--- src/sv/ttvl_queue.sv ---
// Two-entry queue of jobs between the front end and the table engine.
// Does not use ttvl_pkg; the job width is given to it by the parameter W.
module ttvl_queue #(
  parameter int W = 8
) (
  input  logic         clk,
  input  logic         rst_n,
  input  logic         wr_valid,
  output logic         wr_ready,
  input  logic [W-1:0] wr_data,
  output logic         rd_valid,
  input  logic         rd_ready,
  output logic [W-1:0] rd_data
);

  logic [W-1:0] mem_r [2];
  logic         wp_r, rp_r;
  logic [1:0]   cnt_r;

  assign wr_ready = cnt_r != 2'd2;
  assign rd_valid = cnt_r != 2'd0;
  assign rd_data  = mem_r[rp_r];

  always_ff @(posedge clk) begin
    if (wr_valid && wr_ready) mem_r[wp_r] <= wr_data;
  end

  always_ff @(posedge clk) begin
    if (!rst_n) begin
      wp_r <= 1'b0; rp_r <= 1'b0; cnt_r <= 2'd0;
    end else begin
      if (wr_valid && wr_ready) wp_r <= !wp_r;
      if (rd_valid && rd_ready) rp_r <= !rp_r;
      cnt_r <= cnt_r + 2'(wr_valid && wr_ready) - 2'(rd_valid && rd_ready);
    end
  end

endmodule

--- config.mk ---
export PLATFORM = sky130hd
export DESIGN_NAME = ttvl_queue
export DESIGN_NICKNAME = d
export VERILOG_FILES = /design/src/sv/ttvl_queue.sv
export SDC_FILE = /design/constraint.sdc
export NUM_CORES = 1
export LEC_CHECK = 0
export BUFFER_PORTS_ARGS = -buffer_cell sky130_fd_sc_hd__buf_2
export CAP_MARGIN = 40
export CORE_UTILIZATION = 50
export DETAILED_ROUTE_END_ITERATION = 16
export PLACE_DENSITY = 0.76
export SYNTH_ARGS = -nofsm -noshare
export SYNTH_HDL_FRONTEND = slang
export SYNTH_SLANG_ARGS = --single-unit
--- constraint.sdc ---
create_clock -name clk -period 3.75 [get_ports clk]
set_input_delay 0.75 -clock clk [delete_from_list [all_inputs] [get_ports clk]]
set_output_delay 0.75 -clock clk [all_outputs]
set_load 0.005 [all_outputs]
==> results of run 1 <==
-- per-stage QoR --
step | instances | utilization (%) | hold WS, ns | total power [W]
finish | 95 | 63.80 | 0.5373 | 0.0005364
global route | 95 | 63.80 | 0.5640 | 0.0005688
CTS | 95 | 63.80 | 0.5317 | 0.0005430
detailed placement | 91 | 62.01 | 0.5025 | 0.0004387
global placement | 91 | 62.01 | 0.4856 | 0.0004340
floorplan | 55 | - | 0.4725 | 0.0003904
-- registers in the layout (all words and copies together), names as in the netlist, named ones only --
register / count
rp_r: 1
wp_r: 1
mem_r: 16
cnt_r: 2
-- worst min-delay path by stage --
stage	startpoint	to	slack [ns]	depth (start not counted)
after CTS	rp_r	rp_r	0.53	2
after global placement	rp_r	register	0.49	2
final	rp_r	rp_r	0.54	2
after global routing	rp_r	register	0.56	2
after detailed placement	rp_r	rp_r	0.50	2
after floorplan	rp_r	register	0.47	2
-- cell usage after synthesis, drive strengths merged --
library cell / count
edfxtp: 16
mux2: 8
dfxtp: 5
nor2: 4
and3: 2
inv: 2
o21ai: 2
a21bo: 1
a21oi: 1
and2: 1
and2b: 1
buf: 1
ha: 1
nand2b: 1
nand3: 1
nand3b: 1
nor3: 1
nor4: 1
nor4bb: 1
o21ba: 1
o31a: 1
or2: 1
xor2: 1
-- worst max-delay path, cell delays in order, from the launching register on --
cell and delay [ns]:
dfxtp_1 0.56, mux2_2 0.38, buf_2 0.12
-- power by group through the flow --
stage          registers [W]   logic, W  clock network [W]
6_report            0.000308   0.000125           0.000103
5_1_grt             0.000314   0.000140           0.000115
4_1_cts             0.000309   0.000126           0.000108
3_5_place_dp        0.000314   0.000125                  0
3_3_place_gp        0.000312   0.000122                  0
2_1_floorplan       0.000301  0.0000898                  0
-- layout make-up --
class,instances,share of cell area [%]
flip-flops and latches,21,59.03
multi-input cells,31,24.68
repair buffers,21,10.69
clock buffers,3,2.290
well taps,16,2.036
inverters,2,0.7634
clock inverters,1,0.5089
-- kinds of logic (layout without fill, tap and decap cells) --
kind of cell    after synthesis  in the layout
compound gates                6              6
xor+xnor                      1              1
fa+ha+maj                     1              1
buf+inv                       3             27
flops                        21             21
mux                           8              8
simple gates                 15             15
-- routing by layer --
metal | up-vias | track usage, % | part of all wire [%]
met5 | - | 0 | 0
met4 | 0 | 7.500 | 0.57
met3 | 2 | 2.979 | 4.0
met2 | 12 | 26.67 | 50
met1 | 246 | 18.16 | 45
li1 | 251 | - | -
==> flow_metrics.py, run 1 <==
metrics = {
    "clock_network": {
        "clock-sinks": 21,
        "clockBufferDepth": 2,
        "cts_buffers": 3,
        "hold_buffers": 0,
        "cts_setup_buffers": 0,
        "root_buffer": "clkbuf_4",
        "clock_latency_ns": 0.29,
        "clk_pin_slew_ns": 0.11,
        "htree_levels": 1,
        "cts_tree": "done",
        "cts_resized": 0,
    },
    "power_and_ir_drop": {
        "p_leak_nw": 0.3995,
        "p_sw_share_pct": 26.12,
        "clockPowerShare_pct": 19.3,
        "pwr-share-comb_pct": 23.3,
        "p_per_area_mw_per_mm2": 545.5,
        "p_int_w": 0.0003963,
        "power.switching_w": 0.0001401,
        "seq_power_share_pct": 57.5,
        "ir_worst_vdd_uv": 348.6,
    },
    "grt": {
        "grt_usage_pct": 15.43,
        "antenna_found_initial": 0,
        "grt_pass1_vias": 519,
        "grt.overflow.total": 0,
        "grt_max_degree": 13,
        "grt_pass1_wl_um": 2049,
    },
    "sta": {
        "fin_crit_ns": 2.110,
        "tns_ns": 0,
        "hold_viol": 0,
        "worstMarginPinSlew_ns": 0.3781,
        "post-route-period-util_pct": 56.26,
        "slew_headroom_pct": 74.45,
        "maxSlewViolCount": 0,
        "clock_skew_ns": 0.004663,
        "setup_ws_ns": 1.640,
        "rsz0062_at_grt": "no",
        "setup_viol": 0,
        "fmaxAchievable_mhz": 474.0,
    },
    "setup_path": {
        "cp-end-kind": "primary output",
        "crit_end": "rd_data[3]",
        "startpoint_type": "register",
        "cp_max_fo": 8,
        "worstPathArrival_ns": 1.36,
        "reg2reg_slack_ns": 2.26,
        "r2r-end": "cnt_r[1]",
        "worstRegToRegCells": 6,
        "r2r_start": "cnt_r[1]",
        "crit_type": "register to primary output",
        "crit_required_ns": 3.00,
    },
    "final_layout": {
        "layout.nets": 93,
        "layout-drive-gt1-share_pct": 45.57,
        "syn_to_final_growth_pct": 17.66,
        "final_cell_mix": "21 x buf_2, 16 x edfxtp_1, 8 x mux2_2",
        "diodes": 0,
        "regArea_um2": 580.6,
        "final_design_area_no_fill_um2": 983.4,
        "final_common_cell": "buf_2",
        "fillers": 127,
        "multi_input_area_um2": 242.7,
    },
    "floorplan": {
        "dieHeight_um": 42.89,
        "fp.dieW_um": 42.89,
        "ios": 22,
        "rows": 14,
        "coreArea_mm2": 0.001541,
        "die_area_mm2": 0.001839,
        "start_util_pct": 54.22,
    },
    "placed_design": {
        "pre_cts_slack_ns": 1.796,
        "finalWeightedCongestion": 0.7856,
        "place_area_um2": 955.9,
        "io_buffers": 21,
        "hpwl_um": 838.2,
    },
    "logic_synthesis": {
        "yosysTopAreaCell": "edfxtp_1",
        "synth_xor_area_share_pct": 1.048,
        "synth_warnings": 0,
        "yosys.area.top_type_share_pct": 57.49,
        "ys_seq_elements": 21,
        "synthAdderAreaFrac_pct": 1.497,
        "synth_top_family_by_area": "multiplexers",
        "synth_compound_area_share_pct": 5.240,
        "syn_area_um2": 835.8,
        "yosys-top-cells-area": "edfxtp_1 57%, dfxtp_1 12%, mux2_2 11%",
        "synth_nets": 68,
        "synth-simple-area-share_pct": 10.48,
        "syn_inst": 55,
        "synth_cell_type_count": 23,
        "synthMuxAreaShare_pct": 10.78,
        "synth.avg_cell_area_um2": 15.20,
        "ys_seq_area_share_pct": 69.46,
    },
    "status": {
        "status": "complete, no violations",
    },
    "detailed_routing": {
        "drc_errors": 0,
        "wl_per_cell_um": 12.91,
        "first_iter_violations": 12,
        "routed_wl_um": 1226,
        "drtPass1Iterations": 4,
        "via_per_inst": 5.379,
        "vias": 511,
        "ant_nets": 0,
    },
    "flow_run": {
        "cap_violations": 0,
    },
    "min_path": {
        "hp-class": "register to register",
    },
}
Power figures use the tool's default switching activity.
==> inputs of run 2 (changes only) <==
CORE_UTILIZATION = 49   (was 50)
PLACE_DENSITY = 0.75   (was 0.76)
clock period = 2 ns   (was 3.75 ns; I/O delays follow)
==> run 2 against run 1 <==
Effect of this change: clock-buffer cell count is the same; non-clock buffer count is the same; sequential share of layout area is the same; clock skew shrank 0.0013 ns; flip-flop and latch count is the same; final area is the same; critical path type unchanged; register-to-register slack lost 1.7 ns; highest routed layer unchanged; global-route usage shrank 1.0 points.
==> flow_metrics.py, run 2 (synthesized netlist as in run 1, its figures left out) <==
metrics = {
    "detailed_routing": {
        "wl_per_cell_um": 12.18,
        "routed_wl_um": 1157,
        "first_iter_violations": 3,
        "drtPass1Iterations": 2,
        "ant_nets": 0,
        "vias": 484,
        "via_per_inst": 5.095,
        "drc_errors": 0,
    },
    "grt": {
        "grt_usage_pct": 14.39,
        "grt_pass1_wl_um": 1842,
        "grt_max_degree": 13,
        "grtUsageMet2_pct": 21.19,
        "grtUsageMet1_pct": 17.77,
        "met3_usage_pct": 4.255,
        "grt_busiest_layer": "met2",
        "grt.overflow.total": 0,
        "grt_pass1_vias": 439,
        "antenna_found_initial": 0,
    },
    "floorplan": {
        "coreArea_mm2": 0.001541,
        "rows": 14,
        "dieHeight_um": 43.30,
        "die_area_mm2": 0.001875,
        "ios": 22,
        "fp.dieW_um": 43.30,
        "start_util_pct": 54.22,
    },
    "clock_network": {
        "clock-sinks": 21,
        "cts_tree": "done",
        "htree_levels": 1,
        "root_buffer": "clkbuf_4",
        "cts_buffers": 3,
        "hold_buffers": 0,
        "clock_latency_ns": 0.30,
        "cts_resized": 0,
        "cts_setup_buffers": 0,
        "clockBufferDepth": 2,
        "clk_pin_slew_ns": 0.11,
    },
    "setup_path": {
        "cp-end-kind": "primary output",
        "cp_max_fo": 8,
        "startpoint_type": "register",
        "worstPathArrival_ns": 1.35,
        "r2r_start": "cnt_r[1]",
        "cp_cell_sequence": "mux2_2 -> buf_2",
        "slowest_stage": "dfxtp_1",
        "crit_type": "register to primary output",
        "r2r-end": "cnt_r[1]",
        "crit_required_ns": 1.60,
        "cp_slowest_stage_delay_ns": 0.54,
        "worstRegToRegCells": 6,
        "reg2reg_slack_ns": 0.53,
    },
    "sta": {
        "worstMarginPinSlew_ns": 0.3937,
        "fmaxAchievable_mhz": 571.7,
        "fin_hold_ws_ns": 0.2814,
        "maxSlewViolCount": 0,
        "clock_skew_ns": 0.003377,
        "hold_viol": 0,
        "post-route-period-util_pct": 87.45,
        "setup_viol": 0,
        "slew_headroom_pct": 73.40,
        "rsz0062_at_grt": "no",
        "tns_ns": 0,
        "fin_crit_ns": 1.749,
    },
    "final_layout": {
        "final_cell_mix": "21 x buf_2, 16 x edfxtp_1, 8 x mux2_2",
        "final_common_cell": "buf_2",
        "fillers": 123,
        "diodes": 0,
        "regArea_um2": 580.6,
        "layout-drive-gt1-share_pct": 45.57,
        "final_design_area_no_fill_um2": 983.4,
        "largest_reg_flops": 16,
        "multi_input_area_um2": 242.7,
        "syn_to_final_growth_pct": 17.66,
        "regMostFlops": "mem_r",
        "reg_top3": "mem_r x16, cnt_r x2",
        "layout.nets": 93,
    },
    "power_and_ir_drop": {
        "ir_worst_vdd_uv": 525.7,
        "p_leak_nw": 0.3995,
        "p_per_area_mw_per_mm2": 1017,
    },
    "min_path": {
        "min_from": "wr_data[2]",
        "hp-class": "input pin to register",
        "worstHoldEndpoint": "mem_r[1][2]",
        "hold_depth": 1,
    },
    "placed_design": {
        "finalWeightedCongestion": 0.6686,
        "io_buffers": 21,
        "hpwl_um": 824.5,
        "place_area_um2": 955.9,
    },
    "status": {
        "status": "complete, no violations",
    },
    "flow_run": {
        "cap_violations": 0,
    },
}
==> run 2: area by class of cell <==
type	count	share of cell area (%)
sequential	21	59.03
multi-input combinational	31	24.68
timing repair buffer	21	10.69
clock buffer	3	2.290
tap	16	2.036
inverter	2	0.7634
clock inverter	1	0.5089
==> run 2: worst max path at each step <==
stage	from	endpoint	slack [ns]	cells after the start
6_report	register	rd_data[6]	0.25	2
5_1_grt	register	rd_data[6]	0.16	2
4_1_cts	register	rd_data[6]	0.20	2
3_5_place_dp	rd_ready	cnt_r[1]	0.39	7
3_3_place_gp	rd_ready	cnt_r[1]	0.45	7
2_1_floorplan	rd_ready	cnt_r[1]	0.60	6
==> run 2: per-stage QoR <==
step	instances	total power [W]	util [%]	setup slack, ns
detailed placement	91	0.0008200	62.01	0.3876
finish	95	0.001001	63.80	0.2509
floorplan	55	0.0007320	-	0.6010
global placement	91	0.0008142	62.01	0.4456
CTS	95	0.001016	63.80	0.2012
global route	95	0.001064	63.80	0.1600
==> run 2: metal layers <==
layer	vias to the layer above	part of all wire, %
met4	0	1.3
met1	219	47
met5	-	0
li1	251	-
met3	2	3.9
met2	12	48
==> run 2: worst max-delay path: cells and delay by family (launching register included) <==
family,cells,cell delay [ns]
flip-flops,1,0.54
multiplexers,1,0.38
buffers and inverters,1,0.13
==> run 2: power breakdown <==
group | leakage (nW) | switching (W) | internal [W] | total, W
sequential | 0.191 | 0.0000446 | 0.000533 | 0.000577
clock | 0.0177 | 0.000120 | 0.0000745 | 0.000195
combinational | 0.191 | 0.0000923 | 0.000136 | 0.000228
total | 0.399 | 0.000257 | 0.000743 | 0.00100
