File: src/sv/ttvl_pkg.sv
// Shared types and constants for the word tokenizer with vocabulary lookup.
// Used by the front end, the table engine and the top level; depends on nothing.
package ttvl_pkg;

  localparam logic [1:0] CMD_TEXT  = 2'd0;
  localparam logic [1:0] CMD_VOCAB = 2'd1;
  localparam logic [1:0] CMD_CLEAR = 2'd2;

  localparam logic [1:0] ST_TOKEN = 2'd0;
  localparam logic [1:0] ST_ADDED = 2'd1;
  localparam logic [1:0] ST_DUP   = 2'd2;
  localparam logic [1:0] ST_FULL  = 2'd3;

  localparam logic [63:0] FNV_BASIS = 64'd1469598103934665603;
  localparam logic [63:0] FNV_PRIME = 64'd1099511628211;

  localparam logic [7:0] APOSTROPHE = 8'h27;

  typedef struct packed {
    logic [1:0] command;
    logic [7:0] char_byte;
    logic       word_end;
  } in_item_t;

  typedef struct packed {
    logic [8:0] token_id;
    logic [1:0] status;
    logic       unknown;
    logic       run_last;
  } out_item_t;

  typedef enum logic [1:0] {
    JOB_LOOKUP = 2'd0,
    JOB_ENTER  = 2'd1,
    JOB_CLEAR  = 2'd2
  } job_kind_t;

  function automatic logic is_word_byte(input logic [7:0] c);
    is_word_byte = (c >= 8'h61 && c <= 8'h7a) || (c >= 8'h41 && c <= 8'h5a) ||
                   (c >= 8'h30 && c <= 8'h39) || c == APOSTROPHE || c[7];
  endfunction

  function automatic logic is_space(input logic [7:0] c);
    is_space = c == 8'd32 || (c >= 8'd9 && c <= 8'd13);
  endfunction

endpackage

File: src/sv/ttvl_front.sv
// Front end: accepts input beats, builds the pending key and its hash, and
// issues lookup, enter and clear jobs. Depends on ttvl_pkg.
module ttvl_front #(
  parameter int KEY_BYTES = 31,
  parameter int KW = 5
) (
  input  logic                     clk,
  input  logic                     rst_n,
  input  logic                     in_valid,
  output logic                     in_ready,
  input  ttvl_pkg::in_item_t       in_data,
  output logic                     job_valid,
  input  logic                     job_ready,
  output ttvl_pkg::job_kind_t      job_kind,
  output logic [8*KEY_BYTES-1:0]   job_key,
  output logic [KW-1:0]            job_len,
  output logic [63:0]              job_hash,
  output logic                     job_last
);

  typedef enum logic [2:0] {S_IDLE, S_HASH, S_MUL, S_JOB1, S_JOB2} state_t;

  state_t               state_r;
  ttvl_pkg::in_item_t   item_r;
  logic [7:0]           byte_r;
  logic [8*KEY_BYTES-1:0] key_r;
  logic [KW-1:0]        len_r;
  logic [63:0]          hash_r;
  logic [63:0]          mix_r;
  logic                 cut_r;
  logic [8*KEY_BYTES-1:0] key2_r;
  logic [63:0]          hash2_r;
  logic                 tok_r;

  logic [7:0] c_low;
  assign c_low = (item_r.char_byte >= 8'h41 && item_r.char_byte <= 8'h5a) ?
                 item_r.char_byte + 8'd32 : item_r.char_byte;

  assign in_ready = state_r == S_IDLE;

  always_ff @(posedge clk) begin
    if (!rst_n) begin
      state_r   <= S_IDLE;
      len_r     <= '0;
      hash_r    <= ttvl_pkg::FNV_BASIS;
      cut_r     <= 1'b0;
      tok_r     <= 1'b0;
      job_valid <= 1'b0;
    end else begin
      unique case (state_r)
        S_IDLE: begin
          if (in_valid) begin
            item_r  <= in_data;
            state_r <= S_HASH;
          end
        end
        S_HASH: begin
          if (item_r.command == ttvl_pkg::CMD_CLEAR) begin
            tok_r     <= 1'b0;
            len_r     <= '0;
            hash_r    <= ttvl_pkg::FNV_BASIS;
            cut_r     <= 1'b0;
            job_kind  <= ttvl_pkg::JOB_CLEAR;
            job_last  <= 1'b1;
            job_valid <= 1'b1;
            state_r   <= S_JOB1;
          end else if (item_r.command == ttvl_pkg::CMD_VOCAB) begin
            tok_r <= 1'b0;
            if (item_r.char_byte == 8'd0) begin
              cut_r  <= 1'b1;
              mix_r  <= hash_r;
              byte_r <= 8'd0;
            end else begin
              byte_r <= item_r.char_byte;
              mix_r  <= hash_r ^ {56'd0, item_r.char_byte};
            end
            state_r <= S_MUL;
          end else if (item_r.command == ttvl_pkg::CMD_TEXT) begin
            if (item_r.char_byte != 8'd0 && ttvl_pkg::is_word_byte(item_r.char_byte)) begin
              tok_r   <= 1'b0;
              byte_r  <= c_low;
              mix_r   <= hash_r ^ {56'd0, c_low};
              state_r <= S_MUL;
            end else begin
              tok_r   <= item_r.char_byte != 8'd0 && !ttvl_pkg::is_space(item_r.char_byte);
              key2_r  <= {{(8*KEY_BYTES-8){1'b0}}, item_r.char_byte};
              hash2_r <= (ttvl_pkg::FNV_BASIS ^ {56'd0, item_r.char_byte}) *
                         ttvl_pkg::FNV_PRIME;
              state_r <= S_MUL;
              byte_r  <= 8'd0;
            end
          end else begin
            state_r <= S_IDLE;
          end
        end
        S_MUL: begin
          if (item_r.command == ttvl_pkg::CMD_TEXT &&
              !(item_r.char_byte != 8'd0 && ttvl_pkg::is_word_byte(item_r.char_byte))) begin
            if (len_r != '0) begin
              job_kind  <= ttvl_pkg::JOB_LOOKUP;
              job_key   <= key_r;
              job_len   <= len_r;
              job_hash  <= hash_r;
              job_last  <= !tok_r;
              job_valid <= 1'b1;
              state_r   <= S_JOB1;
            end else if (tok_r) begin
              job_kind  <= ttvl_pkg::JOB_LOOKUP;
              job_key   <= key2_r;
              job_len   <= KW'(1);
              job_hash  <= hash2_r;
              job_last  <= 1'b1;
              job_valid <= 1'b1;
              tok_r     <= 1'b0;
              state_r   <= S_JOB1;
            end else begin
              state_r <= S_IDLE;
            end
            len_r  <= '0;
            hash_r <= ttvl_pkg::FNV_BASIS;
            cut_r  <= 1'b0;
          end else begin
            logic [8*KEY_BYTES-1:0] k;
            logic [KW-1:0] l;
            logic [63:0] h;
            k = key_r;
            l = len_r;
            h = hash_r;
            if (!(item_r.command == ttvl_pkg::CMD_VOCAB && item_r.char_byte == 8'd0) &&
                !cut_r && 32'(len_r) < KEY_BYTES) begin
              k[8*len_r +: 8] = byte_r;
              l = len_r + KW'(1);
              h = mix_r * ttvl_pkg::FNV_PRIME;
            end
            key_r <= k;
            if (item_r.command == ttvl_pkg::CMD_VOCAB && item_r.word_end) begin
              job_kind  <= ttvl_pkg::JOB_ENTER;
              job_key   <= k;
              job_len   <= l;
              job_hash  <= h;
              job_last  <= 1'b1;
              job_valid <= 1'b1;
              len_r     <= '0;
              hash_r    <= ttvl_pkg::FNV_BASIS;
              cut_r     <= 1'b0;
              state_r   <= S_JOB1;
            end else begin
              len_r   <= l;
              hash_r  <= h;
              state_r <= S_IDLE;
            end
          end
        end
        S_JOB1: begin
          if (job_ready) begin
            if (tok_r) begin
              job_kind <= ttvl_pkg::JOB_LOOKUP;
              job_key  <= key2_r;
              job_len  <= KW'(1);
              job_hash <= hash2_r;
              job_last <= 1'b1;
              tok_r    <= 1'b0;
              state_r  <= S_JOB2;
            end else begin
              job_valid <= 1'b0;
              state_r   <= S_IDLE;
            end
          end
        end
        S_JOB2: begin
          if (job_ready) begin
            job_valid <= 1'b0;
            state_r   <= S_IDLE;
          end
        end
        default: state_r <= S_IDLE;
      endcase
    end
  end

endmodule

File: config.mk
export PLATFORM = sky130hd
export DESIGN_NAME = ttvl_front
export DESIGN_NICKNAME = d
export VERILOG_FILES = /design/src/sv/ttvl_pkg.sv /design/src/sv/ttvl_front.sv
export SDC_FILE = /design/constraint.sdc
export NUM_CORES = 2
export LEC_CHECK = 0
export BUFFER_PORTS_ARGS = -buffer_cell sky130_fd_sc_hd__buf_4
export CAP_MARGIN = 20
export CORE_MARGIN = 3
export CORE_UTILIZATION = 46
export CTS_BUF_LIST = sky130_fd_sc_hd__clkbuf_8
export CTS_CLUSTER_DIAMETER = 150
export CTS_CLUSTER_SIZE = 12
export DETAILED_ROUTE_END_ITERATION = 6
export PLACE_DENSITY = 0.73
export SLEW_MARGIN = 20
export SYNTH_ARGS = -nofsm -noshare
export SYNTH_HDL_FRONTEND = slang
export SYNTH_SLANG_ARGS = --single-unit
File: constraint.sdc
create_clock -name clk -period 16.15 [get_ports clk]
set_input_delay 2.4225 -clock clk [delete_from_list [all_inputs] [get_ports clk]]
set_output_delay 2.4225 -clock clk [all_outputs]
set_load 0.01 [all_outputs]
==> reports/results.txt <==
Biggest area consumer among synthesized cells: sky130_fd_sc_hd__edfxtp_1. Counting every instance in the synthesized netlist gives 5,309. The floorplan step defined a die boundary enclosing 0.121 mm^2. Counting tap cells, the placed design contains a total of 6,928 instances.

The fraction of final layout cells with drive strength greater than 1 was 0.107. The final period utilization is 0.445, and the relative contribution of sequential cells to total power is 0.382. For the initial antenna violation count, the log shows 8. Max-cap violations in this run came to 0. For the number of pins with negative max-slew slack in the final report, the log shows 0. In this run the tool buffered the top-level ports with 336 buffer cells. The post-synthesis area per instance was 10.1 um^2; the number of non-filler instances in the completed layout was 7,038. At the worst endpoint, the arrival time is 7670 ps. The wire length after detailed routing was 166,000 um; the height of the die was 348 um.

Entering global routing, the biggest net connects 182 pins. The switching power as a share of total power came out at 0.394. The tools report the post-layout total power as 6.24 mW. The first global-routing pass estimated 249,000 um of wire. The worst min-delay path class was flop to flop. At the end of routability-driven placement, the weighted congestion stood at 1.00. The number of warning messages in the yosys log is 0, and the register clock-pin slew on the reported worst setup and hold paths is 110 ps.

Total number of vias: 41,200. The logs give 121,000 um for the half-perimeter wire length of the detailed placement result and 3 for the number of H-tree branching levels. The run gives 3.78 mW as the total internal power. The CTS buffer count was 74. The die span in x works out to 348 um.

The share of total power in combinational logic was 0.431; the share of total power in the clock network was 0.187. The worst-case setup slack after placement is 9040 ps. The logs give 8960 ps for the final critical-path setup slack and 0 for the remaining global-route overflow.

The leakage power figure is 25.5 nW, and the post-cts resize count is 0. The total power divided by cell area is 106 mW/mm^2. Setup repair after global routing left no endpoint under its margin. In the post-synthesis netlist, the biggest area contributors are sky130_fd_sc_hd__edfxtp_1 (39%), sky130_fd_sc_hd__ha_1 (13%), sky130_fd_sc_hd__fa_1 (10%).

For the netlist area before placement, the log shows 0.0537 mm^2. The flow ran to the end, and the final reports show no timing, DRC or antenna violations. STA classifies the critical path endpoint as a flop. In this run the post-CTS setup repair buffer count came out at 0. Counting distinct cell types in the post-synthesis netlist gives 96. At the worst endpoint, the required time is 16,620 ps. Maximum fanout count along the critical path: 7. For this design, the CTS-stage hold fixing added 0 buffers.

CTS placed an instance of sky130_fd_sc_hd__clkbuf_8 at the clock tree root. TritonCTS built the clock tree. Hold timing on the final database bottoms out at a slack of 456 ps.

Compared with the post-synthesis result, the final layout area differs by 9.18%. The detail route stage leaves a number of antenna-violating nets equal to 0. The global routing usage summed across all routing layers is 0.269, and the time the worst path needs with I/O delays and setup is 7190 ps. In the synthesized netlist the dominant register cell turns out to be sky130_fd_sc_hd__edfxtp_1. The share of synthesized flip-flops with an asynchronous set or reset is 0. After detailed routing, the number of remaining DRC violations is 0.

The worst setup path is launched from a flop. The iteration count of the initial detailed-routing pass is 7. The synthesis-stage register bit count works out to 764.

The tools report the hold violation count in the final report as 0. Final setup violation count: 0. The logs give 0.413 for the sequential fraction of the synthesis area and 0.219 for the relative slew slack. The TritonCTS sink count is 764. The run gives 2.46 mW as the switching power of the nets. Net count reported at finish: 6,327. The clock reaches the later pin of the worst-skew pair after 760 ps. 337 I/O pins were placed.

The measured slew at the worst slew-check pin works out to 1170 ps. For this run, the top clock speed supported by timing is 0.139 GHz. The region available for standard cell placement spans 0.115 mm^2. On the final layout, the worst clock skew is 63.8 ps. For the final routed database, the setup TNS stands at 0 ps. The tools report the number of DRC markers after the initial detailed-route iteration as 4,859. Synthesis produced a netlist with a net count of 6,144. The logs give 40,500 for the via count of the first global-routing pass and 3 for the buffer levels on the longest clock path. The floorplan has 124 rows. The synthesized design contains 689 enable-type register cells.

In the routed layout, each cell is associated on average with a via count of 5.86. The wire length per cell after detailed routing was 23.6 um; the maximum vdd ir drop was 0.0638 mV. The initial standard-cell utilization of the core is 0.466, and the portion of synthesized cell area occupied by the leading cell type is 0.385. The path type of the worst setup path was flop to flop.
power by group through the flow:
stage | registers (mW) | logic [mW] | clock network (mW)
floorplan | 2.41 | 1.94 | 0
global placement | 2.42 | 2.60 | 0
detailed placement | 2.42 | 2.64 | 0
CTS | 2.38 | 2.66 | 1.18
global route | 2.39 | 2.99 | 1.25
finish | 2.38 | 2.69 | 1.17
cell usage after synthesis (75+ instances only):
master and instances:
sky130_fd_sc_hd__and3_1 237, sky130_fd_sc_hd__clkbuf_1 174, sky130_fd_sc_hd__o21ai_1 76, sky130_fd_sc_hd__buf_2 81
sky130_fd_sc_hd__nand2_1 675, sky130_fd_sc_hd__o21ai_0 423, sky130_fd_sc_hd__ha_1 551, sky130_fd_sc_hd__inv_1 711
sky130_fd_sc_hd__edfxtp_1 689, sky130_fd_sc_hd__fa_1 269, sky130_fd_sc_hd__a21oi_1 365, sky130_fd_sc_hd__nor2_1 139
sky130_fd_sc_hd__dfxtp_1 75
flip-flops by register name, summed over array words and instances (netlist names), 2 cells and up:
signal / count
mix_r: 64
hash2_r: 30
job_key: 248
job_kind: 2
hash_r: 64
key2_r: 8
key_r: 248
item_r: 11
len_r: 5
job_len: 5
byte_r: 8
job_hash: 64
state_r: 3
worst max-delay path, stage by stage (launching register included):
cell	delay, ps
sky130_fd_sc_hd__edfxtp_1	610
sky130_fd_sc_hd__ha_1	390
sky130_fd_sc_hd__ha_1	200
sky130_fd_sc_hd__fa_1	500
sky130_fd_sc_hd__fa_1	520
sky130_fd_sc_hd__inv_1	60
sky130_fd_sc_hd__fa_1	500
sky130_fd_sc_hd__inv_1	50
sky130_fd_sc_hd__ha_1	290
sky130_fd_sc_hd__ha_1	270
sky130_fd_sc_hd__inv_1	50
sky130_fd_sc_hd__fa_1	530
sky130_fd_sc_hd__inv_1	40
sky130_fd_sc_hd__ha_1	380
sky130_fd_sc_hd__a21o_1	250
sky130_fd_sc_hd__a2111oi_2	490
sky130_fd_sc_hd__o21bai_1	200
sky130_fd_sc_hd__o211a_1	180
sky130_fd_sc_hd__a311oi_2	400
sky130_fd_sc_hd__a21oi_1	210
sky130_fd_sc_hd__a21o_1	300
sky130_fd_sc_hd__o41ai_1	390
sky130_fd_sc_hd__a21oi_1	110
path summary, 6_finish.rpt:
path	start	end	slack, ps	cells past startpoint
min	hash_r[35]	mix_r[35]	460	0
max reg2reg	mix_r[12]	job_hash[63]	8960	22
min reg2reg	hash_r[35]	mix_r[35]	460	0
max	mix_r[12]	job_hash[63]	8960	22
logic make-up after synthesis:
group	count (synthesis)	share of synthesized area
multiplexers	112	0.0223
adder cells (fa/ha/maj)	820	0.229
AO/OA/AOI/OAI	1240	0.136
buffers and inverters	984	0.0712
XOR/XNOR	100	0.0163
AND/OR/NAND/NOR	1289	0.113
flip-flops	764	0.413
layer usage:
metal | global-route usage | wire, um
met1 | 0.357 | 65700
met2 | 0.424 | 76000
met3 | 0.0609 | 16700
met4 | 0.113 | 7670
met5 | 0 | 27
final cells by class:
type	instances	area [um^2]
Multi-Input combinational cell	3561	27800
Timing Repair Buffer	378	2890
Inverter	713	2680
Fill cell	10400	56500
Antenna cell	4	10.0
Sequential cell	764	22200
Tap cell	1512	1890
Clock inverter	31	171
Clock buffer	75	1030
metrics by stage:
| stage | area [um^2] | util |
|---|---|---|
| 5_1_grt | 58600 | 0.509 |
| 3_3_place_gp | 57400 | 0.498 |
| 3_5_place_dp | 57400 | 0.499 |
| 2_1_floorplan | 53700 | - |
| 4_1_cts | 58600 | 0.509 |
| 6_report | 58600 | 0.509 |
cell usage in the layout (no fill, tap or decap), drive strengths merged, types with 6 or more instances in the layout:
cell type,n
o21a,8
o32ai,6
o22a,9
a22o,6
and2,49
ha,551
nand3,41
fa,269
a22oi,64
a21boi,6
xnor2,69
nor3,41
a221oi,7
mux2i,49
edfxtp,689
a21oi,371
nor2b,40
mux2,63
o211ai,11
a31oi,26
buf,378
o21bai,17
o22ai,64
dfxtp,75
a21o,47
o21ai,502
nand2,679
nand4,13
o2bb2ai,9
xor2,31
a211oi,7
nand2b,15
nor2,144
and4,6
and3,238
clkbuf,75
o31ai,31
a31o,6
inv,742
(Power assumes the default switching activity.)
